**src/audio_pixel_correlation_mi_assert.svh**
```systemverilog
// Assertion macros, used by the window queue.
// Both macros expect a clock named clk and an active-low reset named rst_n.
`ifndef AUDIO_PIXEL_CORRELATION_MI_ASSERT_SVH
`define AUDIO_PIXEL_CORRELATION_MI_ASSERT_SVH

// The consequent must hold in the same cycle as the antecedent.
`define APCMI_ASSERT_IMP(lbl, ante, cons) \
  lbl: assert property (@(posedge clk) disable iff (!rst_n) (ante) |-> (cons)) \
    else $error("apcmi assertion failed");

// The consequent must hold in the cycle after the antecedent.
`define APCMI_ASSERT_NXT(lbl, ante, cons) \
  lbl: assert property (@(posedge clk) disable iff (!rst_n) (ante) |=> (cons)) \
    else $error("apcmi assertion failed");

`endif

```
**src/apcmi_pkg.sv**
```systemverilog
`timescale 1ns / 1ps
package apcmi_pkg;

  // Field widths.
  localparam int X_W   = 15;
  localparam int C_W   = 8;
  localparam int Y_W   = 16;
  localparam int COL_W = 10;
  localparam int MIX_W = 8;

  // Window sums, sized for windows of up to 127 pairs.
  localparam int N_W   = 7;
  localparam int SX_W  = 22;
  localparam int SXX_W = 37;
  localparam int SY_W  = 23;
  localparam int SYY_W = 39;
  localparam int SXY_W = 38;

  // Back-end arithmetic.
  localparam int MUL_W  = 64;
  localparam int PROD_W = 128;
  localparam int WIDE_W = 90;
  localparam int FRAC_N = 40;

  // Window queue.
  localparam int QDEPTH = 4;
  localparam int QPTR_W = 2;
  localparam int QCNT_W = 3;

  localparam logic [X_W-1:0] THR_RESET = 15'd300;
  localparam logic [MIX_W-1:0] MIX_MAX = 8'd255;

  // One closed window, handed from the front to the back.
  typedef struct packed {
    logic [N_W-1:0]   n;
    logic [SX_W-1:0]  sx;
    logic [SXX_W-1:0] sxx;
    logic [SY_W-1:0]  sy;
    logic [SYY_W-1:0] syy;
    logic [SXY_W-1:0] sxy;
    logic [COL_W-1:0] col;
    logic [COL_W-1:0] row;
  } win_t;

  typedef struct packed {
    logic             start;
    logic [MUL_W-1:0] a;
    logic [MUL_W-1:0] b;
  } mul_req_t;

  typedef struct packed {
    logic              done;
    logic [PROD_W-1:0] prod;
  } mul_rsp_t;

  // Q8.8 luminance: 77 r + 150 g + 29 b.
  function automatic logic [Y_W-1:0] luma(input logic [C_W-1:0] r, input logic [C_W-1:0] g,
                                          input logic [C_W-1:0] b);
    luma = Y_W'(8'd77 * Y_W'(r)) + Y_W'(8'd150 * Y_W'(g)) + Y_W'(8'd29 * Y_W'(b));
  endfunction

endpackage

```
**src/apcmi_mul.sv**
```systemverilog
`timescale 1ns / 1ps
module apcmi_mul
  import apcmi_pkg::*;
(
  input  logic     clk,
  input  logic     rst_n,
  input  mul_req_t req,
  output mul_rsp_t rsp
);

  localparam int H_W = MUL_W / 2;

  logic              busy_r;
  logic [2:0]        ph_r;
  logic [MUL_W-1:0]  a_r, b_r;
  logic [MUL_W-1:0]  pp_r;
  logic [1:0]        sh_r;
  logic [PROD_W-1:0] acc_r;
  logic              done_r;
  logic [H_W-1:0]    a_sel, b_sel;

  // Pick the halves for the current partial product.
  assign a_sel = ph_r[1] ? a_r[MUL_W-1:H_W] : a_r[H_W-1:0];
  assign b_sel = ph_r[0] ? b_r[MUL_W-1:H_W] : b_r[H_W-1:0];

  // Control: four partial products, each added in the cycle after it is formed.
  always_ff @(posedge clk) begin
    if (!rst_n) begin
      busy_r <= 1'b0;
      ph_r   <= '0;
      done_r <= 1'b0;
    end else begin
      done_r <= 1'b0;
      if (req.start) begin
        busy_r <= 1'b1;
        ph_r   <= '0;
      end else if (busy_r) begin
        ph_r <= ph_r + 3'd1;
        if (ph_r == 3'd4) begin
          busy_r <= 1'b0;
          done_r <= 1'b1;
        end
      end
    end
  end

  // Datapath.
  always_ff @(posedge clk) begin
    if (req.start) begin
      a_r   <= req.a;
      b_r   <= req.b;
      acc_r <= '0;
    end else if (busy_r) begin
      if (ph_r != 3'd4) begin
        pp_r <= a_sel * b_sel;
        sh_r <= 2'({1'b0, ph_r[1]}) + 2'({1'b0, ph_r[0]});
      end
      if (ph_r != 3'd0) begin
        acc_r <= acc_r + (PROD_W'(pp_r) << {sh_r, 5'b0});
      end
    end
  end

  assign rsp.done = done_r;
  assign rsp.prod = acc_r;

endmodule

```
**config.mk**
```make
export PLATFORM = sky130hd
export DESIGN_NAME = apcmi_mul
export DESIGN_NICKNAME = d
export VERILOG_FILES = /design/src/audio_pixel_correlation_mi_assert.svh /design/src/apcmi_pkg.sv /design/src/apcmi_mul.sv
export SDC_FILE = /design/constraint.sdc
export NUM_CORES = 2
export LEC_CHECK = 0
export ABC_AREA = 1
export ABC_CLOCK_PERIOD_IN_PS = 9000
export BUFFER_PORTS_ARGS = -buffer_cell sky130_fd_sc_hd__buf_2
export CELL_PAD_IN_SITES_DETAIL_PLACEMENT = 1
export CELL_PAD_IN_SITES_GLOBAL_PLACEMENT = 1
export CORE_MARGIN = 4
export CORE_UTILIZATION = 48
export DETAILED_ROUTE_END_ITERATION = 12
export GPL_TIMING_DRIVEN = 0
export PLACE_DENSITY_LB_ADDON = 0.3
export SLEW_MARGIN = 20
export SYNTH_ARGS = -nofsm -noshare
export SYNTH_HDL_FRONTEND = slang
export SYNTH_SLANG_ARGS = --single-unit
```
**constraint.sdc**
```tcl
create_clock -name clk -period 9 [get_ports clk]
set_clock_uncertainty 0.15 [all_clocks]
set_input_delay 1.8 -clock clk [delete_from_list [all_inputs] [get_ports clk]]
set_output_delay 1.8 -clock clk [all_outputs]
set_load 0.05 [all_outputs]
```
After elaboration in Yosys (flattened, before gate mapping)
Cells that the tools add are included.
{"block": "classes", "n_eq_ne": 2, "n_mul": 1, "bitwise_logic": 3, "n_mux": 6, "reduce_logical": 5, "add_sub_neg": 3, "n_shift": 1}
{"cell": "$add 128x128->128", "count": 1}
{"cell": "$shl 64x7->128", "count": 1}
{"cell": "$mul 32x32->64", "count": 1}
{"cell": "$mux 32", "count": 2}
{"cell": "$mux 1", "count": 4}
{"cell": "$add 3x1->3 const B", "count": 1}
{"cell": "$eq 3x3->1 const B", "count": 1}
{"cell": "$ne 3x3->1 const B", "count": 1}
{"cell": "$not 1->1", "count": 3}
{"cell": "$reduce_and 3->1", "count": 1}
{"cell": "$reduce_bool 3->1", "count": 1}
{"cell": "$reduce_or 3->1", "count": 1}
{"cell": "$add 1x1->2", "count": 1}
{"cell": "$reduce_and 2->1", "count": 1}
{"cell": "$reduce_or 2->1", "count": 1}
{"block": "word_totals", "output_inout_bits": 129, "ff_bits": 327, "input_bits": 131, "word_cells": 29}

Longest topological paths before layout
{"block": "logic_depth", "depth_word": 4, "ltp_mapped": 38, "ltp_nobuf": 34}

Worst setup path after synthesis
OpenSTA, ideal clock, no wires.
{"block": "synth_path", "path_kind": "flip-flop to flip-flop", "startpoint": "reg ph_r[1]", "endpoint": "reg pp_r[59] (data pin)", "path_buffers": 4, "required_time_ns": 8.594, "arrival_ns": 7.026, "period_less_slack_ns": 7.432, "setup_ns": 0.256, "slack_ns": 1.568, "path_stages_with_launch": 35, "cell_sequence": "dfxtp_1 buf_2 inv_2 clkbuf_1 or2_2 o21ai_0 buf_2 buf_2 nor2_1 fa_1 inv_1 fa_1 fa_1 fa_1 inv_1 fa_1 inv_1 fa_1 inv_1 fa_1 inv_1 fa_1 inv_1 ha_1 a21oi_1 a21boi_0 o21ai_1 nand2_1 nand2_1 nand2_1 nand3_1 nand2_1 inv_1 o21bai_1 nand2_1"}
{"block": "synth_via", "elab_chain_len": 2}
{"item": "start, declared", "line": "apcmi_mul.sv:14", "text": "logic [2:0] ph_r;"}
{"item": "start signal, assigned", "line": "apcmi_mul.sv:38", "text": "ph_r <= ph_r + 3'd1;"}
{"item": "$mux 32", "line": "apcmi_mul.sv:23", "text": "assign a_sel = ph_r[1] ? a_r[MUL_W-1:H_W] : a_r[H_W-1:0];"}
{"item": "$mul 32x32->64", "line": "apcmi_mul.sv:55", "text": "pp_r <= a_sel * b_sel;"}
{"item": "end signal, assigned", "line": "apcmi_mul.sv:55"}
{"item": "end, declared", "line": "apcmi_mul.sv:16", "text": "logic [MUL_W-1:0] pp_r;"}
Every way passes these cells.
A chain may end at the register's enable or synchronous reset.

Final worst setup path
{"block": "layout_path", "startpoint": "reg ph_r[0]", "endpoint": "reg pp_r[47] (data pin)"}
{"block": "layout_via", "elab_chain_len": 2}
{"item": "$mux 32", "line": "apcmi_mul.sv:24", "text": "assign b_sel = ph_r[0] ? b_r[MUL_W-1:H_W] : b_r[H_W-1:0];"}
{"item": "$mul 32x32->64", "line": "apcmi_mul.sv:55"}
Every way passes these cells.

==> metrics.txt <==
status=finished, violations left; violated checks=negative setup slack; mean area per synthesized cell=7.02 µm²; sequential fraction of the synthesis area=14.2%; CP max stage cell=fa_1; Worst-Margin Slew=1.20 ns; GRT Resource Usage Total=49.6%; CP most frequent cell=fa_1; Hold EP=ph_r[0]$_SDFFE_PP0P_; #FFs+latches synth=327; CTS buffer count=43; grt peak-use layer=met2; Area Overhead vs Synth=11.4%; later-pin clock latency in the skew report=0.70 ns; largest cells by area after synthesis=fa_1, nand2_1, inv_1; max-slew violations=0; placer congestion estimate=1.09; Die W=361 µm; Setup crit end kind=flip-flop; startpoint types=flip-flop; Post-synth top flop=edfxtp_1; CTS tree=yes; number of global-route vias before repair=66100; Tmin final=9.19 ns; reg2reg start=ph_r[0]$_SDFFE_PP0P_; fillers=16200; Mapped Nets=9937; die height=361 µm; site row count=129; max-cap check violation count=0; FMAX=109 MHz; Worst Hold Depth=2; largest net degree at the start of global routing=87; share of the synthesized area in the top cell type=30.0%; most common cell in the netlist=nand2_1; final setup margin=-0.186 ns; delay of the slowest critical-path stage=0.60 ns; Clock Sink Count=327; met2 usage=77.7%; Initial DRT Pass Iterations=6; final setup violation count=19; reg2reg setup slack=-0.19 ns; vias after detailed routing=62600; mean routed wirelength per cell=31.6 µm; worst min path class=flip-flop to flip-flop; initial antenna violation count=24; Vias/cell=5.90; Worst-path clk slew=0.06 ns; WS Path Type=flip-flop to flip-flop; largest area contributor in the netlist=fa_1; Clock Path Buffers=3; YS warnings=0; die area=130000 µm²; gr ovfl total=0; final instance area=66700 µm²; final worst path period share=102%; commonest cells in the synthesized netlist=nand2_1, inv_1, nor2_1, fa_1, ha_1; share of async-settable or async-resettable flops after synthesis=0%; reg2reg end=pp_r[47]$_DFFE_PP_; setup TNS=-1.60 ns; FF-to-FF path depth=31; WL final=335000 µm; number of flops mapped to enable cells by yosys=194; Yosys cell types=42; fin util=53.8%; # DRC=0; relative slew slack=19.5%; IO Count=260; global-route wire length before repair=459000 µm; cell area after synthesis=59800 µm²; Hold Fails Final Rpt=0; Cells after Synth=8517; post-route ant nets=0; Req. time, crit path=9.27 ns; CORE AREA=124000 µm²; Starting Density=48.3%; DP HPWL=267000 µm; layout cells sized above 1=10.3%; RSZ-0062 raised after global routing=true; met3 GRT Util=14.8%; DRT iter0 DRCs=6710; WP data arrival=9.46 ns; M1 GR Usage=51.7%; Buffers on Ports=259; nets@finish=10300; largest fanout on the critical path=10; dpl cell area=63400 µm²; Root Buffer=clkbuf_16; H-tree lvl count=2; Worst Hold Launch=busy_r$_SDFF_PN0_
## logic make-up after synthesis
logic type	Yosys count	share of synthesized area (%)
fa+ha+maj	1289	38.2
buf+inv	2342	14.9
simple gates	3931	26.2
xor+xnor	120	1.76
compound gates	508	4.73
flops	327	14.2
## metal layers
| metal | up-vias | wire length, µm |
|---|---|---|
| met5 | - | 290 |
| met2 | 4482 | 145000 |
| met1 | 30400 | 108000 |
| met3 | 2010 | 35600 |
| li1 | 25700 | - |
| met4 | 16 | 45800 |
## how the worst max path moves through the flow
stage	from	to	slack (ns)	depth (start not counted)
floorplan	ph_r[1]$_SDFFE_PP0P_	pp_r[59]$_DFFE_PP_	1.57	34
global placement	ph_r[0]$_SDFFE_PP0P_	pp_r[59]$_DFFE_PP_	-1.80	27
detailed placement	ph_r[1]$_SDFFE_PP0P_	pp_r[59]$_DFFE_PP_	-1.55	30
CTS	ph_r[1]$_SDFFE_PP0P_	pp_r[51]$_DFFE_PP_	0.0006	31
global route	ph_r[0]$_SDFFE_PP0P_	pp_r[47]$_DFFE_PP_	-0.27	31
finish	ph_r[0]$_SDFFE_PP0P_	pp_r[47]$_DFFE_PP_	-0.19	31
## registers in the layout, indices dropped and copies added (netlist names)
name	count
a_r	64
acc_r	128
b_r	64
busy_r	1
done_r	1
ph_r	3
pp_r	64
sh_r	2
## per-stage QoR
step | setup WS (ns) | hold WS (ns) | instances
floorplan | 1.57 | 0.306 | 8517
global placement | -1.80 | 0.323 | 10400
detailed placement | -1.55 | 0.352 | 10400
CTS | 0.000631 | 0.362 | 10500
global route | -0.266 | 0.384 | 10600
finish | -0.186 | 0.349 | 10600
## area by class of cell
| type | count | area (µm²) | area share (%) |
|---|---|---|---|
| antenna | 32 | 80.1 | 0.120 |
| timing repair buffer | 340 | 2100 | 3.15 |
| tap | 1637 | 2050 | 3.07 |
| clock inverter | 22 | 334 | 0.501 |
| inverter | 2111 | 7980 | 12.0 |
| multi-input combinational | 5848 | 42900 | 64.4 |
| buffer | 231 | 1530 | 2.29 |
| sequential | 327 | 8490 | 12.7 |
| clock buffer | 57 | 1140 | 1.71 |
## critical path, delay by kind of cell (launching register included)
family	cells	cell delay [ns]
adder cells (fa/ha/maj)	9	4.61
XOR/XNOR	1	0.15
buffers and inverters	11	1.80
AO/OA/AOI/OAI	2	0.43
AND/OR/NAND/NOR	8	1.37
flip-flops	1	0.38
## repair_timing
item,CTS,global route
gates cloned,0,0
resized for setup,234,173
pin swaps,2,7
hold buffers,0,0
setup endpoints to repair,45,39
buffers inserted,31,40
## cell usage in the layout, fill, tap and decap left out, types with 131 or more instances in the layout
cell type  count
ha_1         382
a21oi_1      167
fa_1         894
nand3_1      175
edfxtp_1     194
nand2_1     2247
inv_1       2035
dfxtp_1      131
o21ai_0      183
nor2_1      1253
buf_2        307
Power is not shown: default switching activity piles up to over one toggle a cycle in this logic, so the estimate is an artifact.
