`src/audio_pixel_correlation_mi_assert.svh`:
```
// Assertion macros, used by the window queue.
// Both macros expect a clock named clk and an active-low reset named rst_n.
`ifndef AUDIO_PIXEL_CORRELATION_MI_ASSERT_SVH
`define AUDIO_PIXEL_CORRELATION_MI_ASSERT_SVH

// The consequent must hold in the same cycle as the antecedent.
`define APCMI_ASSERT_IMP(lbl, ante, cons) \
  lbl: assert property (@(posedge clk) disable iff (!rst_n) (ante) |-> (cons)) \
    else $error("apcmi assertion failed");

// The consequent must hold in the cycle after the antecedent.
`define APCMI_ASSERT_NXT(lbl, ante, cons) \
  lbl: assert property (@(posedge clk) disable iff (!rst_n) (ante) |=> (cons)) \
    else $error("apcmi assertion failed");

`endif

```
`src/apcmi_pkg.sv`:
```
`timescale 1ns / 1ps
package apcmi_pkg;

  // Field widths.
  localparam int X_W   = 15;
  localparam int C_W   = 8;
  localparam int Y_W   = 16;
  localparam int COL_W = 10;
  localparam int MIX_W = 8;

  // Window sums, sized for windows of up to 127 pairs.
  localparam int N_W   = 7;
  localparam int SX_W  = 22;
  localparam int SXX_W = 37;
  localparam int SY_W  = 23;
  localparam int SYY_W = 39;
  localparam int SXY_W = 38;

  // Back-end arithmetic.
  localparam int MUL_W  = 64;
  localparam int PROD_W = 128;
  localparam int WIDE_W = 90;
  localparam int FRAC_N = 40;

  // Window queue.
  localparam int QDEPTH = 4;
  localparam int QPTR_W = 2;
  localparam int QCNT_W = 3;

  localparam logic [X_W-1:0] THR_RESET = 15'd300;
  localparam logic [MIX_W-1:0] MIX_MAX = 8'd255;

  // One closed window, handed from the front to the back.
  typedef struct packed {
    logic [N_W-1:0]   n;
    logic [SX_W-1:0]  sx;
    logic [SXX_W-1:0] sxx;
    logic [SY_W-1:0]  sy;
    logic [SYY_W-1:0] syy;
    logic [SXY_W-1:0] sxy;
    logic [COL_W-1:0] col;
    logic [COL_W-1:0] row;
  } win_t;

  typedef struct packed {
    logic             start;
    logic [MUL_W-1:0] a;
    logic [MUL_W-1:0] b;
  } mul_req_t;

  typedef struct packed {
    logic              done;
    logic [PROD_W-1:0] prod;
  } mul_rsp_t;

  // Q8.8 luminance: 77 r + 150 g + 29 b.
  function automatic logic [Y_W-1:0] luma(input logic [C_W-1:0] r, input logic [C_W-1:0] g,
                                          input logic [C_W-1:0] b);
    luma = Y_W'(8'd77 * Y_W'(r)) + Y_W'(8'd150 * Y_W'(g)) + Y_W'(8'd29 * Y_W'(b));
  endfunction

endpackage

```
`src/apcmi_queue.sv`:
```
`timescale 1ns / 1ps
`include "audio_pixel_correlation_mi_assert.svh"
module apcmi_queue
  import apcmi_pkg::*;
(
  input  logic              clk,
  input  logic              rst_n,
  input  logic              push,
  input  win_t              din,
  input  logic              pop,
  output win_t              dout,
  output logic              empty,
  output logic [QCNT_W-1:0] count
);

  win_t              mem [QDEPTH];
  logic [QPTR_W-1:0] wr_ptr_r;
  logic [QPTR_W-1:0] rd_ptr_r;
  logic [QCNT_W-1:0] cnt_r;
  logic [QCNT_W-1:0] cnt_nxt;

  // Pointer and fill count update.
  always_comb begin
    cnt_nxt = cnt_r;
    if (push && !pop) begin
      cnt_nxt = cnt_r + QCNT_W'(1);
    end else if (pop && !push) begin
      cnt_nxt = cnt_r - QCNT_W'(1);
    end
  end

  always_ff @(posedge clk) begin
    if (!rst_n) begin
      wr_ptr_r <= '0;
      rd_ptr_r <= '0;
      cnt_r    <= '0;
    end else begin
      if (push) begin
        wr_ptr_r <= wr_ptr_r + QPTR_W'(1);
      end
      if (pop) begin
        rd_ptr_r <= rd_ptr_r + QPTR_W'(1);
      end
      cnt_r <= cnt_nxt;
    end
  end

  // Window storage.
  always_ff @(posedge clk) begin
    if (push) begin
      mem[wr_ptr_r] <= din;
    end
  end

  assign dout  = mem[rd_ptr_r];
  assign empty = (cnt_r == '0);
  assign count = cnt_r;

  `APCMI_ASSERT_IMP(a_no_overflow, push, cnt_r != QCNT_W'(QDEPTH))
  `APCMI_ASSERT_IMP(a_no_underflow, pop, cnt_r != '0)
  `APCMI_ASSERT_NXT(a_count_up, push && !pop, cnt_r == $past(cnt_r) + QCNT_W'(1))

endmodule

```
`config.mk`:
```
export PLATFORM = sky130hd
export DESIGN_NAME = apcmi_queue
export DESIGN_NICKNAME = d
export VERILOG_FILES = /design/src/apcmi_pkg.sv /design/src/apcmi_queue.sv
export VERILOG_INCLUDE_DIRS = /design/src /design/src/src
export SDC_FILE = /design/constraint.sdc
export NUM_CORES = 1
export LEC_CHECK = 0
export ABC_AREA = 1
export BUFFER_PORTS_ARGS = -buffer_cell sky130_fd_sc_hd__buf_2
export CORE_MARGIN = 2
export CORE_UTILIZATION = 36
export CTS_CLUSTER_SIZE = 20
export DETAILED_ROUTE_END_ITERATION = 12
export MAX_ROUTING_LAYER = met4
export PLACE_DENSITY_LB_ADDON = 0.15
export SLEW_MARGIN = 20
export SYNTH_ARGS = -nofsm -noshare
export SYNTH_HDL_FRONTEND = slang
export SYNTH_SLANG_ARGS = --single-unit
```
`constraint.sdc`:
```
create_clock -name clk -period 10.95 [get_ports clk]
set_clock_uncertainty 0.05 [all_clocks]
set_input_delay 1.095 -clock clk [delete_from_list [all_inputs] [get_ports clk]]
set_output_delay 1.095 -clock clk [all_outputs]
set_load 0.05 [all_outputs]
```
; ---- Word level (Yosys, flattened, before mapping)
; Memory sizes are Yosys's and may differ from the RTL's. A register that Yosys moved wholly into a read port is not among the register bits.
; Index checks and enable logic that the tools add are counted.
[totals]
register_bits = 7
latch_bits = 0
mem_bits_rw = 744
mem_bits_ro = 0
in_bits = 190
out_inout_bits = 190
wordCells = 20
memories = 1
[memory_table]
columns = memory, words, width, rd, rd_ports_with_merged_regs, write_ports, line
row1 = mem, 4, 186, 1, 1, 1, apcmi_queue.sv:16  ; win_t mem [QDEPTH];
[classes]
n_addsub = 4
n_mul = 0
div_mod_pow = 0
order_cmp = 0
eq_ne = 0
n_shift = 0
mux = 6
n_bitwise = 0
n_reduce_logical = 6
[ops]
columns = operator, n
row1 = 3-bit 2-to-1 mux, 2
row2 = 2-bit by 1-bit adder with 2-bit output (second input constant), 2
row3 = 2-bit 2-to-1 mux, 2
row4 = 3-bit by 1-bit adder with 3-bit output (second input constant), 1
row5 = 3-bit logical NOT, 1
row6 = 3-bit by 1-bit subtractor with 3-bit output (second input constant), 1
row7 = 1-bit logical AND, 2
row8 = 1-bit logical NOT, 2
row9 = 1-bit 2-to-1 mux, 2
row10 = 2-bit nonzero test, 1

; ---- Longest topological paths before layout
; Gate-level depths: netlist (run 1).
[depth]
word_depth = 4
mapped_depth = 10
mapped_depth_nobuf = 10

; ---- Worst setup path after synthesis (run 1)
; OpenSTA, ideal clock, no wires.
[synth_path]
path_type = input port to flip-flop
from = in push
to = mem mem[0][0] in the netlist's numbering, enable pin
setup_ps = 538
arrival_time_ps = 4701
required_time_ps = 10362
path_slack_ps = 5661
stages = 2
path_buffers = 0
cell_sequence = nand2_1 > inv_1
[synth_via]
elab_chain_cells = 2
[synth_rtl]
columns = item, line
row1 = start: declaration, apcmi_queue.sv:8  ; input logic push,
row2 = 1-bit 2-to-1 mux, apcmi_queue.sv:50  ; if (push) begin
row3 = 1-bit 2-to-1 mux (not written as such), apcmi_queue.sv:51  ; mem[wr_ptr_r] <= din;
row4 = end: declaration, apcmi_queue.sv:16
; Every way passes these cells.

==> flow_metrics.py, run 1 <==
metrics = {
    "run_status": {
        "status": "finished clean",
    },
    "grt": {
        "grt_max_degree": 203,
        "grt_pass1_wl_um": 101600,
        "first_global_vias": 16754,
        "track_usage_pct": 17.55,
        "grt_antenna_before_repair": 25,
        "gr-total-overflow": 0,
    },
    "sta": {
        "slew_violations": 0,
        "final_hold_viol_count": 0,
        "setup_tns_ps": 0,
        "finalCriticalPeriod_ps": 4820,
        "worst_slew_pin_slew_ps": 1089,
        "grt_setup_unrepaired": "no",
        "relSlewSlack_pct": 27.37,
        "finalCritPeriodShare_pct": 44.02,
        "fmax_mhz": 207.5,
        "setup_viol": 0,
    },
    "route": {
        "avgRoutedWirePerCell_um": 20.74,
        "wl_um": 69160,
        "vias_per_cell": 4.974,
        "drtAntennaViolNets": 0,
        "drtIter0Drc": 1001,
        "firstDrtPassIters": 5,
        "drc": 0,
        "vias": 16589,
    },
    "finish": {
        "fillers": 6922,
        "drive_gt1_share_pct": 22.76,
        "area_growth_syn_to_layout_pct": 19.89,
        "layout.nets": 2411,
    },
    "floorplan": {
        "die_x_um": 282.0,
        "core_mm2": 0.07620,
        "die_area_mm2": 0.07952,
        "die_h_um": 282.0,
        "io-pin-count": 380,
        "start_util_pct": 36.51,
        "core.rowCount": 101,
    },
    "power": {
        "finalPower_uw": 6913,
        "internal_power_uw": 5094,
        "p_leak_uw": 0.01141,
        "comb_power_share_pct": 12.5,
        "p_seq_share_pct": 48.2,
        "p_switching_uw": 1818,
        "clkPwrFrac_pct": 39.3,
        "p_sw_share_pct": 26.31,
        "ir_drop_uv": 116.4,
        "power_density_mw_per_mm2": 207.3,
    },
    "synth": {
        "synth_area_mm2": 0.02782,
        "yosys_register_bits": 753,
        "synth_cell_types": 20,
        "ys_seq_area_share_pct": 80.95,
        "yosys_warnings": 0,
        "async_flop_share_pct": 0,
        "syn-instance-count": 1855,
        "synth_top_area_share_pct": 80.31,
        "avgSynthCellArea_um2": 15.00,
        "yosysTopAreaCell": "edfxtp_1",
        "ys.flop_type": "edfxtp_1",
        "synth_nets": 2051,
        "synth_edf_count": 744,
        "netlist_top_cells_area": "edfxtp_1, o21ai_0, nor2_1",
    },
    "critical_path": {
        "cp-start-kind": "flop",
        "critical_path_class": "reg2out",
        "arrival_ps": 3680,
        "crit_required_ps": 9810,
        "slowest_delay_ps": 820,
        "endpoint_kind": "output port",
        "path_cells": "buf_4 > buf_4 > o21ai_0 > o22ai_1 > buf_2",
        "critPathBufInv": 3,
        "worstPathMaxFanout": 88,
        "path_common_cell": "buf_4",
        "slowest_stage": "buf_4",
        "crit_family": "buffers and inverters",
    },
    "clock_network": {
        "cts.repair.resized": 0,
        "cts_tree": "done",
        "cts_buffers": 82,
        "clk_pin_slew_ps": 60,
        "cts.sinks": 753,
        "htree_levels": 3,
        "clkLatencyLatePin_ps": 610,
        "post_cts_buffers": 0,
        "root_buffer": "clkbuf_16",
        "clk_path_buf_depth": 3,
        "postCtsHoldBufs": 0,
    },
    "worst_hold_path": {
        "hold_path_class": "reg2reg",
    },
    "place": {
        "gp_congestion": 0.7407,
        "dp_hpwl_um": 36840,
        "io_buffers": 379,
    },
    "flow_run": {
        "max_cap_violations": 0,
    },
}
-- worst paths after layout --
kind | from | end | slack, ps | depth (start not counted)
setup / recovery | flop | dout[114] | 6130 | 5
hold / removal | rd_ptr_r[1] | flop | 390 | 1
setup reg to reg | wr_ptr_r[0] | mem[2][58] | 7400 | 6
hold reg to reg | rd_ptr_r[1] | flop | 390 | 1
-- cell families (layout without fill, tap and decap cells) --
| family | count (synthesis) | count (layout) | share of synthesized area, % |
|---|---|---|---|
| other cells | 0 | 25 | 0 |
| simple gates | 389 | 389 | 5.266 |
| fa+ha+maj | 6 | 6 | 0.2968 |
| flops | 753 | 753 | 80.95 |
| compound gates | 568 | 568 | 11.05 |
| buf+inv | 139 | 564 | 2.429 |
-- synth_stat cells (4+ instances only) --
cell type / count
edfxtp_1: 744
nand2_1: 9
clkbuf_1: 73
a21oi_1: 4
o22ai_1: 186
o21ai_0: 357
buf_2: 34
buf_6: 14
nor2_1: 377
o21ai_1: 21
inv_1: 15
dfxtp_1: 9
ha_1: 5
-- area by class of cell --
| cell class | instances | area [µm²] | share of cell area, % |
|---|---|---|---|
| Antenna cell | 25 | 62.56 | 0.1876 |
| Clock buffer | 112 | 2228 | 6.681 |
| Clock inverter | 37 | 435.4 | 1.305 |
| Inverter | 17 | 113.9 | 0.3414 |
| Multi-Input combinational cell | 963 | 4623 | 13.86 |
| Sequential cell | 753 | 22530 | 67.55 |
| Tap cell | 1030 | 1289 | 3.864 |
| Timing Repair Buffer | 398 | 2072 | 6.212 |
-- sequential cells by signal (all words and copies together), names as in the netlist, named ones only --
signal	count
mem	744
wr_ptr_r	2
rd_ptr_r	2
count	3
-- per-stage QoR --
stage / hold WS, ps / worst slack, ps / area, µm² / utilization, % / instances
3_3_place_gp: 370.1 / 6580 / 30580 / 40.13 / 3159
4_1_cts: 394.8 / 5925 / 33240 / 43.63 / 3308
6_report: 394.0 / 6130 / 33350 / 43.77 / 3335
2_1_floorplan: 361.5 / 5661 / 27820 / - / 1855
3_5_place_dp: 383.8 / 6584 / 30580 / 40.13 / 3159
5_1_grt: 425.6 / 5894 / 33350 / 43.77 / 3335
-- power by group through the flow --
stage	logic [µW]	registers [µW]	clock network, µW
detailed placement	877	3390	0
global placement	869	3390	0
global route	929	3340	2910
floorplan	598	3400	0
finish	866	3330	2720
CTS	879	3330	2790
-- placed cells by master, fill, tap and decap left out, types with 7 or more instances in the layout --
master / count
nor2_1: 377
buf_2: 379
dfxtp_1: 7
edfxtp_1: 744
clkbuf_1: 27
o21ai_1: 21
clkinv_2: 9
clkbuf_16: 85
clkinv_1: 9
o21ai_0: 357
buf_4: 17
diode_2: 25
inv_1: 11
nand2_1: 9
bufinv_16: 8
o22ai_1: 186
-- metal layers --
| metal | up-vias | share of wire [%] | global-route usage [%] |
|---|---|---|---|
| met5 | - | 0 | - |
| met2 | 425 | 48 | 28.08 |
| met3 | 75 | 7.8 | 5.386 |
| met4 | 0 | 1.8 | 5.565 |
| li1 | 7793 | - | - |
| met1 | 8296 | 42 | 21.27 |
No activity file was read; power rests on OpenSTA's default activity.
==> inputs of run 2 (changes only) <==
==> constraint.sdc (replaced) <==
create_clock -name clk -period 4 [get_ports clk]
set_clock_uncertainty 0.05 [all_clocks]
set_input_delay 0.4 -clock clk [delete_from_list [all_inputs] [get_ports clk]]
set_output_delay 0.4 -clock clk [all_outputs]
set_load 0.05 [all_outputs]
==> run 2 against run 1 <==
Net effect: combinational power rose to 2.9 times the previous value; first-iteration DRC count rose by 11%; wire length fell by 0.81%; critical endpoint is now dout[128]; critical path type unchanged; largest power group unchanged; global-route usage fell by 0.19 points.
==> flow_metrics.py, run 2 (same netlist as run 1, synthesis figures left out) <==
metrics = {
    "floorplan": {
        "start_util_pct": 36.51,
        "die_area_mm2": 0.07952,
        "die_h_um": 282.0,
        "die_x_um": 282.0,
        "core.rowCount": 101,
        "core_mm2": 0.07620,
        "io-pin-count": 380,
    },
    "route": {
        "vias": 17387,
        "vias_per_cell": 4.948,
        "drtAntennaViolNets": 0,
        "drtIter0Drc": 1111,
        "firstDrtPassIters": 6,
        "avgRoutedWirePerCell_um": 19.52,
        "drc": 0,
        "wl_um": 68600,
    },
    "clock_network": {
        "htree_levels": 3,
        "post_cts_buffers": 0,
        "clk_pin_slew_ps": 50,
        "clkLatencyLatePin_ps": 610,
        "cts_tree": "done",
        "cts.repair.resized": 0,
        "clk_path_buf_depth": 3,
        "root_buffer": "clkbuf_16",
        "postCtsHoldBufs": 187,
        "cts.sinks": 753,
        "cts_buffers": 80,
    },
    "finish": {
        "finalInstanceArea_mm2": 0.03523,
        "largest-register": "mem",
        "area_growth_syn_to_layout_pct": 26.65,
        "fin_cells": 3514,
        "largest_reg_flops": 744,
        "final_cell_mix": "edfxtp_1, buf_2, nor2_1, o21ai_0, dlygate4sd3_1",
        "drive_gt1_share_pct": 21.21,
        "layout_commonest_cell": "edfxtp_1",
        "layout.nets": 2603,
    },
    "grt": {
        "first_global_vias": 17668,
        "grt_max_degree": 235,
        "met2_usage_pct": 29.26,
        "grt_pass1_wl_um": 102100,
        "gr-usage-met1_pct": 20.39,
        "busiest_layer": "met2",
        "use_met3_pct": 4.864,
        "grt_antenna_before_repair": 15,
        "track_usage_pct": 17.36,
        "gr-total-overflow": 0,
    },
    "critical_path": {
        "rr_startpoint": "wr_ptr_r[1]",
        "cp-start-kind": "flop",
        "worstPathMaxFanout": 130,
        "r2r_slack_ps": 1810,
        "reg2reg_to": "mem[1][75]",
        "rr_worst_depth": 5,
        "critical_path_class": "reg2out",
        "arrival_ps": 2810,
        "crit_required_ps": 3550,
        "endpoint_kind": "output port",
    },
    "run_status": {
        "status": "finished clean",
    },
    "power": {
        "ir_drop_uv": 379.3,
        "finalPower_uw": 18630,
        "p_leak_uw": 0.01219,
        "power_density_mw_per_mm2": 528.8,
    },
    "sta": {
        "finalCritPeriodShare_pct": 81.49,
        "setup_tns_ps": 0,
        "relSlewSlack_pct": 36.88,
        "setup_viol": 0,
        "worst_slew_pin_slew_ps": 946.8,
        "finalCriticalPeriod_ps": 3260,
        "whs_ps": 99.32,
        "final_hold_viol_count": 0,
        "grt_setup_unrepaired": "no",
        "fmax_mhz": 306.8,
        "slew_violations": 0,
    },
    "worst_hold_path": {
        "hold_end": "rd_ptr_r[0]",
        "min_path_cells": 3,
        "min_from": "pop",
        "hold_path_class": "in2reg",
    },
    "place": {
        "dp_hpwl_um": 36100,
        "io_buffers": 379,
        "dp.cells": 3167,
        "place_area_mm2": 0.03081,
        "gp_congestion": 0.7464,
    },
    "flow_run": {
        "max_cap_violations": 0,
    },
}
## run 2: power breakdown
part           internal, µW  switching (µW)  total (µW)
combinational           620            1930        2550
sequential             9030            80.3        9110
clock                  4020            2950        6980
total                 13700            4960       18600
## run 2: layer usage
metal	share of wire, %	routed length, µm
met1	42	28500
met5	0	0
met4	1.7	1153
met2	50	33990
met3	7.2	4951
## run 2: cell type report
type	instances	area, µm²
sequential	753	22530
clock inverter	39	330.3
inverter	17	93.84
multi-input combinational	963	4623
antenna	14	35.03
tap	1030	1289
fill	6822	40970
timing repair buffer	592	4172
clock buffer	106	2162
## run 2: critical path: stages, from the launching register on
cell and delay (ps):
dfxtp_4 410, buf_12 350, buf_16 430, o21ai_0 200, o22ai_1 260, buf_2 310
## run 2: worst max path at each step
| stage | slack [ps] | from | cells past startpoint | endpoint |
|---|---|---|---|---|
| after floorplan | 100 | wr_ptr_r[0] | 4 | mem[0][0] |
| after global placement | 1520 | flop | 4 | dout[121] |
| after CTS | 780 | flop | 4 | dout[128] |
| after detailed placement | 1460 | flop | 4 | dout[128] |
| after global routing | 580 | flop | 5 | dout[63] |
| final | 740 | flop | 5 | dout[128] |
## run 2: through the flow
step	setup WS (ps)	utilization [%]
2_1_floorplan	102.4	-
3_3_place_gp	1521	40.43
3_5_place_dp	1462	40.43
4_1_cts	776.1	46.16
5_1_grt	584.1	46.24
6_report	740.3	46.24
