## src/audio_pixel_correlation_mi_assert.svh

```systemverilog
// Assertion macros, used by the window queue.
// Both macros expect a clock named clk and an active-low reset named rst_n.
`ifndef AUDIO_PIXEL_CORRELATION_MI_ASSERT_SVH
`define AUDIO_PIXEL_CORRELATION_MI_ASSERT_SVH

// The consequent must hold in the same cycle as the antecedent.
`define APCMI_ASSERT_IMP(lbl, ante, cons) \
  lbl: assert property (@(posedge clk) disable iff (!rst_n) (ante) |-> (cons)) \
    else $error("apcmi assertion failed");

// The consequent must hold in the cycle after the antecedent.
`define APCMI_ASSERT_NXT(lbl, ante, cons) \
  lbl: assert property (@(posedge clk) disable iff (!rst_n) (ante) |=> (cons)) \
    else $error("apcmi assertion failed");

`endif

```

## src/apcmi_pkg.sv

```systemverilog
`timescale 1ns / 1ps
package apcmi_pkg;

  // Field widths.
  localparam int X_W   = 15;
  localparam int C_W   = 8;
  localparam int Y_W   = 16;
  localparam int COL_W = 10;
  localparam int MIX_W = 8;

  // Window sums, sized for windows of up to 127 pairs.
  localparam int N_W   = 7;
  localparam int SX_W  = 22;
  localparam int SXX_W = 37;
  localparam int SY_W  = 23;
  localparam int SYY_W = 39;
  localparam int SXY_W = 38;

  // Back-end arithmetic.
  localparam int MUL_W  = 64;
  localparam int PROD_W = 128;
  localparam int WIDE_W = 90;
  localparam int FRAC_N = 40;

  // Window queue.
  localparam int QDEPTH = 4;
  localparam int QPTR_W = 2;
  localparam int QCNT_W = 3;

  localparam logic [X_W-1:0] THR_RESET = 15'd300;
  localparam logic [MIX_W-1:0] MIX_MAX = 8'd255;

  // One closed window, handed from the front to the back.
  typedef struct packed {
    logic [N_W-1:0]   n;
    logic [SX_W-1:0]  sx;
    logic [SXX_W-1:0] sxx;
    logic [SY_W-1:0]  sy;
    logic [SYY_W-1:0] syy;
    logic [SXY_W-1:0] sxy;
    logic [COL_W-1:0] col;
    logic [COL_W-1:0] row;
  } win_t;

  typedef struct packed {
    logic             start;
    logic [MUL_W-1:0] a;
    logic [MUL_W-1:0] b;
  } mul_req_t;

  typedef struct packed {
    logic              done;
    logic [PROD_W-1:0] prod;
  } mul_rsp_t;

  // Q8.8 luminance: 77 r + 150 g + 29 b.
  function automatic logic [Y_W-1:0] luma(input logic [C_W-1:0] r, input logic [C_W-1:0] g,
                                          input logic [C_W-1:0] b);
    luma = Y_W'(8'd77 * Y_W'(r)) + Y_W'(8'd150 * Y_W'(g)) + Y_W'(8'd29 * Y_W'(b));
  endfunction

endpackage

```

## src/apcmi_front.sv

```systemverilog
`timescale 1ns / 1ps
module apcmi_front
  import apcmi_pkg::*;
#(
  parameter int MAX_SAMPLES = 32,
  parameter int COORD_BITS  = 10
) (
  input  logic             clk,
  input  logic             rst_n,
  input  logic             acc,
  input  logic [X_W-1:0]   rms,
  input  logic [C_W-1:0]   red,
  input  logic [C_W-1:0]   green,
  input  logic [C_W-1:0]   blue,
  input  logic [COL_W-1:0] col,
  input  logic [COL_W-1:0] row,
  input  logic             last,
  output logic             push,
  output win_t             rec,
  output logic [1:0]       pend
);

  localparam int CNT_W = $clog2(MAX_SAMPLES + 1);
  localparam int KEEP  = (COORD_BITS < COL_W) ? COORD_BITS : COL_W;
  localparam logic [COL_W-1:0] CMASK = COL_W'((1 << KEEP) - 1);

  // Stage 1: luminance.
  logic             s1_v_r, s1_last_r;
  logic [X_W-1:0]   s1_x_r;
  logic [Y_W-1:0]   s1_y_r;
  logic [COL_W-1:0] s1_col_r, s1_row_r;

  // Stage 2: products.
  logic               s2_v_r, s2_last_r;
  logic [X_W-1:0]     s2_x_r;
  logic [Y_W-1:0]     s2_y_r;
  logic [2*X_W-1:0]   s2_xx_r;
  logic [2*Y_W-1:0]   s2_yy_r;
  logic [X_W+Y_W-1:0] s2_xy_r;
  logic [COL_W-1:0]   s2_col_r, s2_row_r;

  // Stage 3: window sums.
  logic [CNT_W-1:0] cnt_r, cnt_nxt;
  logic [SX_W-1:0]  sx_r, sx_nxt;
  logic [SXX_W-1:0] sxx_r, sxx_nxt;
  logic [SY_W-1:0]  sy_r, sy_nxt;
  logic [SYY_W-1:0] syy_r, syy_nxt;
  logic [SXY_W-1:0] sxy_r, sxy_nxt;
  logic             take;

  always_ff @(posedge clk) begin
    if (!rst_n) begin
      s1_v_r <= 1'b0;
      s2_v_r <= 1'b0;
    end else begin
      s1_v_r <= acc;
      s2_v_r <= s1_v_r;
    end
  end

  always_ff @(posedge clk) begin
    s1_x_r    <= rms;
    s1_y_r    <= luma(red, green, blue);
    s1_col_r  <= col;
    s1_row_r  <= row;
    s1_last_r <= last;
    s2_x_r    <= s1_x_r;
    s2_y_r    <= s1_y_r;
    s2_xx_r   <= s1_x_r * s1_x_r;
    s2_yy_r   <= s1_y_r * s1_y_r;
    s2_xy_r   <= s1_x_r * s1_y_r;
    s2_col_r  <= s1_col_r;
    s2_row_r  <= s1_row_r;
    s2_last_r <= s1_last_r;
  end

  // Accumulate while the window has room; a full window ignores the pair.
  always_comb begin
    take    = s2_v_r && (cnt_r < CNT_W'(MAX_SAMPLES));
    cnt_nxt = cnt_r;
    sx_nxt  = sx_r;
    sxx_nxt = sxx_r;
    sy_nxt  = sy_r;
    syy_nxt = syy_r;
    sxy_nxt = sxy_r;
    if (take) begin
      cnt_nxt = cnt_r + CNT_W'(1);
      sx_nxt  = sx_r + SX_W'(s2_x_r);
      sxx_nxt = sxx_r + SXX_W'(s2_xx_r);
      sy_nxt  = sy_r + SY_W'(s2_y_r);
      syy_nxt = syy_r + SYY_W'(s2_yy_r);
      sxy_nxt = sxy_r + SXY_W'(s2_xy_r);
    end
  end

  assign push    = s2_v_r && s2_last_r;
  assign rec.n   = N_W'(cnt_nxt);
  assign rec.sx  = sx_nxt;
  assign rec.sxx = sxx_nxt;
  assign rec.sy  = sy_nxt;
  assign rec.syy = syy_nxt;
  assign rec.sxy = sxy_nxt;
  assign rec.col = s2_col_r & CMASK;
  assign rec.row = s2_row_r & CMASK;

  always_ff @(posedge clk) begin
    if (!rst_n || push) begin
      cnt_r <= '0;
      sx_r  <= '0;
      sxx_r <= '0;
      sy_r  <= '0;
      syy_r <= '0;
      sxy_r <= '0;
    end else begin
      cnt_r <= cnt_nxt;
      sx_r  <= sx_nxt;
      sxx_r <= sxx_nxt;
      sy_r  <= sy_nxt;
      syy_r <= syy_nxt;
      sxy_r <= sxy_nxt;
    end
  end

  // Closing pairs still in flight, each needing a queue slot.
  assign pend = 2'({1'b0, s1_v_r && s1_last_r}) + 2'({1'b0, s2_v_r && s2_last_r});

endmodule

```

## config.mk

```make
export PLATFORM = sky130hd
export DESIGN_NAME = apcmi_front
export DESIGN_NICKNAME = d
export VERILOG_FILES = /design/src/audio_pixel_correlation_mi_assert.svh /design/src/apcmi_pkg.sv /design/src/apcmi_front.sv
export SDC_FILE = /design/constraint.sdc
export NUM_CORES = 2
export LEC_CHECK = 0
export BUFFER_PORTS_ARGS = -buffer_cell sky130_fd_sc_hd__buf_2
export CORE_MARGIN = 8
export CORE_UTILIZATION = 51
export DETAILED_ROUTE_END_ITERATION = 10
export PLACE_DENSITY = 0.69
export SLEW_MARGIN = 15
export SYNTH_ARGS = -nofsm -noshare
export SYNTH_HDL_FRONTEND = slang
export SYNTH_SLANG_ARGS = --single-unit
```

## constraint.sdc

```tcl
create_clock -name clk -period 10 [get_ports clk]
set_input_delay 2.5 -clock clk [delete_from_list [all_inputs] [get_ports clk]]
set_output_delay 2.5 -clock clk [all_outputs]
set_load 0.01 [all_outputs]
```

Word-level counts from Yosys, hierarchy flattened

Cells that the tools add are included.

Register bits: 364
Output and inout port bits: 189
Logic and storage cells: 48

$add $sub $neg: 9
Multipliers: 6
$lt $le $gt $ge: 1
Mux-type cells: 6
Reduce and logical (&&, ||, !) cells: 5

Operator list:

| cell                                                               | number |
|---|---|
| 39-bit by 32-bit adder with 39-bit output                          | 1 |
| 39-bit 2-to-1 mux                                                  | 1 |
| 38-bit by 31-bit adder with 38-bit output                          | 1 |
| 38-bit 2-to-1 mux                                                  | 1 |
| 37-bit by 30-bit adder with 37-bit output                          | 1 |
| 37-bit 2-to-1 mux                                                  | 1 |
| 16-bit by 16-bit multiplier with 32-bit output                     | 1 |
| 15-bit by 16-bit multiplier with 31-bit output                     | 1 |
| 15-bit by 15-bit multiplier with 30-bit output                     | 1 |
| 7-bit by 8-bit multiplier with 15-bit output, first input constant | 2 |
| 23-bit by 16-bit adder with 23-bit output                          | 1 |
| 23-bit 2-to-1 mux                                                  | 1 |
| 22-bit by 15-bit adder with 22-bit output                          | 1 |
| 22-bit 2-to-1 mux                                                  | 1 |
| 15-bit by 16-bit adder with 16-bit output                          | 1 |
| 16-bit by 13-bit adder with 16-bit output                          | 1 |
| 5-bit by 8-bit multiplier with 13-bit output, first input constant | 1 |
| 6-bit by 1-bit adder with 6-bit output, second input constant      | 1 |
| 6-bit < comparator, second input constant                          | 1 |
| 6-bit 2-to-1 mux                                                   | 1 |
| 1-bit logical AND                                                  | 3 |
| 1-bit by 1-bit adder with 2-bit output                             | 1 |
| 1-bit logical NOT                                                  | 1 |
| 1-bit logical OR                                                   | 1 |

Depth between registers and ports, before layout

Depth after elaboration: 3
Mapped depth: 26
Depth with buffers taken out: 24

Least setup slack after synthesis

No wires, ideal clock.

Kind: input port to flip-flop
Start point: in green[4]
End point: reg s1_y_r[14]
Setup time: 118 ps
Data arrival time: 7824 ps
Data required time: 9882 ps
Slack: 2058 ps
Cell stages on the path: 21
Cells stage by stage: ha_1 > ha_1 > inv_1 > fa_1 > fa_1 > inv_1 > ha_1 > xnor2_1 > fa_1 > fa_1 > inv_1 > fa_1 > fa_1 > inv_1 > ha_1 > inv_1 > nor2_1 > o2111ai_1 > nand3_1 > o41a_1 > xor2_1

Longest elaborated chain between the ends: 3

Ends and longest elaborated chain:

| what                                         | RTL line          | text |
|---|---|---|
| start: declaration                           | apcmi_front.sv:13 | `input logic [C_W-1:0] green,` |
| 7-bit by 8-bit multiplier with 15-bit output | apcmi_pkg.sv:59   | `luma = Y_W'(8'd77 * Y_W'(r)) + Y_W'(8'd150 * Y_W'(g)) + Y_W'(8'd29 * Y_W'(b));` |
| 15-bit by 16-bit adder with 16-bit output    | apcmi_pkg.sv:59   |  |
| 16-bit by 13-bit adder with 16-bit output    | apcmi_pkg.sv:59   |  |
| end signal: assignment                       | apcmi_front.sv:63 | `s1_y_r <= luma(red, green, blue);` |
| end: declaration                             | apcmi_front.sv:30 | `logic [Y_W-1:0] s1_y_r;` |

No other way between the ends.
A chain may end at the register's enable or synchronous reset.

Worst setup path after layout

Same ends and word-level chain as after synthesis.

==> report_table.html <==
<table>
<tr><th>Metric</th><th>Value</th></tr>
<tr><th colspan="2">CTS</th></tr>
<tr><td>CTS tree</td><td>built</td></tr>
<tr><td>CTS root buf</td><td>clkbuf_16</td></tr>
<tr><td>CTS clk-pin slew, worst paths</td><td>0.06 ns</td></tr>
<tr><td>CTS Buffer Depth</td><td>3</td></tr>
<tr><td>Clock insertion delay at the later pin of the skew report</td><td>0.59 ns</td></tr>
<tr><td>Number of sinks handled by clock tree synthesis</td><td>360</td></tr>
<tr><td>Post-CTS Hold Buffers</td><td>0</td></tr>
<tr><td>Resize count post-CTS</td><td>0</td></tr>
<tr><td>H-Tree Level Count</td><td>2</td></tr>
<tr><td>Setup bufs post-CTS</td><td>0</td></tr>
<tr><td>CTS Buf Count</td><td>42</td></tr>
<tr><th colspan="2">Logic synthesis</th></tr>
<tr><td>Flops &amp; latches, synth</td><td>360</td></tr>
<tr><td>Cell area after synthesis</td><td>41200 µm²</td></tr>
<tr><td>Post-synth net total</td><td>5767</td></tr>
<tr><td>Async SR Flop Fraction</td><td>0%</td></tr>
<tr><td>Number of enable flip-flop cells after synthesis</td><td>0</td></tr>
<tr><td>Netlist cell types</td><td>84</td></tr>
<tr><td>Synthesized area per cell</td><td>8.84 µm²</td></tr>
<tr><td>Portion of the post-synthesis area used by sequential elements</td><td>17.5%</td></tr>
<tr><td>Gate count after technology mapping</td><td>4664</td></tr>
<tr><td>Yosys warnings</td><td>0</td></tr>
<tr><td>Commonest register cell after synthesis</td><td>dfxtp_1</td></tr>
<tr><th colspan="2">Global route</th></tr>
<tr><td>Global-route wire length before repair</td><td>165000 µm</td></tr>
<tr><td>Aggregate global routing overflow</td><td>0</td></tr>
<tr><td>Vias in the first global route</td><td>31900</td></tr>
<tr><td>Total global-route track usage</td><td>22.1%</td></tr>
<tr><td>Number of antenna violations at the first check in global routing</td><td>2</td></tr>
<tr><td>Largest net degree at the start of global routing</td><td>104</td></tr>
<tr><th colspan="2">Timing</th></tr>
<tr><td>Final-report hold violation count</td><td>0</td></tr>
<tr><td>Max transition margin</td><td>31.3%</td></tr>
<tr><td>Count of final setup violators</td><td>0</td></tr>
<tr><td>Achievable clock frequency</td><td>129 MHz</td></tr>
<tr><td>Actual transition at the worst max-transition pin</td><td>1.03 ns</td></tr>
<tr><td>Fin Clk Skew</td><td>0.0266 ns</td></tr>
<tr><td>Max-slew violation count</td><td>0</td></tr>
<tr><td>Hold Slack</td><td>0.326 ns</td></tr>
<tr><td>Final period util</td><td>77.4%</td></tr>
<tr><td>Sum of negative setup slack</td><td>0 ns</td></tr>
<tr><td>Clock period minus final worst setup slack</td><td>7.74 ns</td></tr>
<tr><td>Setup repair after global routing missed its margin</td><td>no</td></tr>
<tr><th colspan="2">Floorplanning</th></tr>
<tr><td>I/O pin cnt</td><td>252</td></tr>
<tr><td>DIE WIDTH</td><td>300 µm</td></tr>
<tr><td>Core outline area</td><td>80300 µm²</td></tr>
<tr><td>Die height</td><td>300 µm</td></tr>
<tr><td>Number of placement rows</td><td>104</td></tr>
<tr><td>Total Die Area</td><td>90200 µm²</td></tr>
<tr><td>Starting density of the core</td><td>51.4%</td></tr>
<tr><th colspan="2">Critical path</th></tr>
<tr><td>Cells along the critical path</td><td>buf_2 &gt; ha_1 &gt; ha_1 &gt; inv_1 &gt; fa_1 &gt; fa_1 &gt; inv_1 &gt; ha_1 &gt; xnor2_1 &gt; fa_1 &gt; fa_1 &gt; inv_1 &gt; fa_1 &gt; fa_1 &gt; inv_1 &gt; ha_1 &gt; inv_1 &gt; nor2_1 &gt; o2111ai_1 &gt; nand3_1 &gt; o41a_1 &gt; xor2_1</td></tr>
<tr><td>Number of buffer and inverter instances along the worst setup path</td><td>6</td></tr>
<tr><td>Crit path required time</td><td>10.45 ns</td></tr>
<tr><td>Most frequent cell on the critical path</td><td>fa_1</td></tr>
<tr><td>Standard cell with the maximum stage delay on the critical path</td><td>fa_1</td></tr>
<tr><td>Max incr delay on CP</td><td>0.55 ns</td></tr>
<tr><td>Critical setup path kind</td><td>in -&gt; reg</td></tr>
<tr><td>Cell family with the largest share of critical-path delay</td><td>adder cells</td></tr>
<tr><td>Critical path peak fanout</td><td>4</td></tr>
<tr><td>Sort of element at the start of the critical path</td><td>primary input</td></tr>
<tr><td>Crit. End Element</td><td>register</td></tr>
<tr><td>Crit path arrival time</td><td>8.18 ns</td></tr>
<tr><th colspan="2">Routing</th></tr>
<tr><td>Final routed DRC violation total</td><td>0</td></tr>
<tr><td>Overall via count from detail_route</td><td>31900</td></tr>
<tr><td>Post-Route WL</td><td>101000 µm</td></tr>
<tr><td>Drt pass-1 iters</td><td>6</td></tr>
<tr><td>Avg Vias per Cell</td><td>5.37</td></tr>
<tr><td>Count of antenna-violating nets left after detailed routing</td><td>0</td></tr>
<tr><td>Average wire per cell in the routed design</td><td>17.0 µm</td></tr>
<tr><td>Violation count after the first detailed-routing iteration</td><td>1753</td></tr>
<tr><th colspan="2">Final layout</th></tr>
<tr><td>Utilization of the core after routing</td><td>55.9%</td></tr>
<tr><td>Area growth from synthesis to layout</td><td>8.77%</td></tr>
<tr><td>Antenna cells</td><td>0</td></tr>
<tr><td>Leading cell types in the layout, fill and taps excluded</td><td>inv_1 (803), nand2_1 (547), fa_1 (540), ha_1 (500), dfxtp_1 (357)</td></tr>
<tr><td>Count of fill cells added during filler insertion</td><td>7241</td></tr>
<tr><td>Most common library cell in the layout ignoring fill and taps</td><td>inv_1</td></tr>
<tr><td>Net count of the finished layout</td><td>5938</td></tr>
<tr><td>Fraction of layout cells with a size suffix above 1</td><td>8.53%</td></tr>
<tr><th colspan="2">Job</th></tr>
<tr><td>MaxCap Viol Count</td><td>0</td></tr>
<tr><th colspan="2">Placement</th></tr>
<tr><td>Buffers added on ports</td><td>250</td></tr>
<tr><td>Routability Congestion</td><td>0.902</td></tr>
<tr><td>HPWL after detailed placement</td><td>78100 µm</td></tr>
<tr><th colspan="2">Outcome</th></tr>
<tr><td>Run status</td><td>complete, no violations</td></tr>
<tr><th colspan="2">Hold path</th></tr>
<tr><td>Hold crit path type</td><td>reg -&gt; reg</td></tr>
</table>
[area by class of cell]
type | count | area, µm² | area share [%]
Sequential cell | 360 | 7210 | 16.1
Timing Repair Buffer | 287 | 1530 | 3.41
Inverter | 805 | 3020 | 6.74
Clock inverter | 24 | 216 | 0.483
Clock buffer | 51 | 1120 | 2.51
Tap cell | 1060 | 1330 | 2.96
Multi-Input combinational cell | 3339 | 30400 | 67.8
[per-stage QoR]
step / instance area, µm² / instances / setup WS (ns)
6_report: 44800 / 5926 / 2.26
5_1_grt: 44800 / 5926 / 2.05
4_1_cts: 44800 / 5926 / 2.26
3_5_place_dp: 43500 / 5851 / 1.66
3_3_place_gp: 43500 / 5851 / 1.70
2_1_floorplan: 41200 / 4664 / 2.06
[cell families after synthesis]
logic type / count (synthesis) / share of synthesized area, %
other: 1 / 0.00910
AO/OA/AOI/OAI: 769 / 11.8
flip-flops: 360 / 17.5
adder cells (fa/ha/maj): 1040 / 41.4
AND/OR/NAND/NOR: 1274 / 15.0
multiplexers: 24 / 0.592
buffers and inverters: 965 / 8.79
XOR/XNOR: 231 / 4.91
[flip-flops by register name (all words and copies together), names as in the netlist, 14 cells and up]
name / cells
sy_r: 23
s1_x_r: 15
s2_yy_r: 31
syy_r: 39
s2_y_r: 15
s2_xy_r: 31
s1_y_r: 16
s2_xx_r: 29
sxy_r: 38
sx_r: 22
s2_x_r: 14
sxx_r: 37
[routing by layer]
metal	global-route usage, %	part of all wire, %	vias up
li1	-	-	15300
met1	31.8	47	15500
met2	34.6	44	891
met3	3.41	6.5	143
met4	5.92	2.6	2
met5	0	0.013	-
[final timing paths]
check	from	slack (ns)	cells after the start	endpoint
hold / removal	s1_row_r[3]	0.33	0	s2_row_r[3]
setup / recovery	green[4]	2.26	22	s1_y_r[14]
hold reg to reg	s1_row_r[3]	0.33	0	s2_row_r[3]
setup reg to reg	s1_x_r[3]	2.92	23	s2_xx_r[29]
[synth_stat cells, types with 28 or more instances]
cell	n	area, µm²
inv_1	803	3010
a21o_1	101	758
nor2_1	147	552
dfxtp_1	360	7210
and2_1	315	1970
o21bai_1	33	248
nand2_1	548	2060
fa_1	540	10800
clkbuf_1	148	556
nor3_1	37	185
o21a_1	37	278
nand3_1	57	285
xor2_1	80	701
xnor2_1	151	1320
nor2b_1	28	175
a21oi_1	238	1190
o21ai_0	173	866
ha_1	500	6260
[worst reg2reg max path, stage by stage (launching register included)]
cell and delay [ns]:
dfxtp_1 0.31, buf_4 0.36, clkinv_1 0.57, nor2_1 0.42
fa_1 0.23, inv_1 0.06, fa_1 0.52, inv_1 0.06
fa_1 0.48, fa_1 0.52, fa_1 0.49, inv_1 0.05
fa_1 0.47, inv_1 0.04, ha_1 0.32, a21o_1 0.20
a21oi_1 0.23, o211ai_1 0.11, o21bai_1 0.30, a211oi_1 0.18
or2_2 0.31, o21ai_1 0.24, o21ai_0 0.18, xnor2_1 0.32
Power is not shown: default switching activity piles up to over one toggle a cycle in this logic, so the estimate is an artifact.
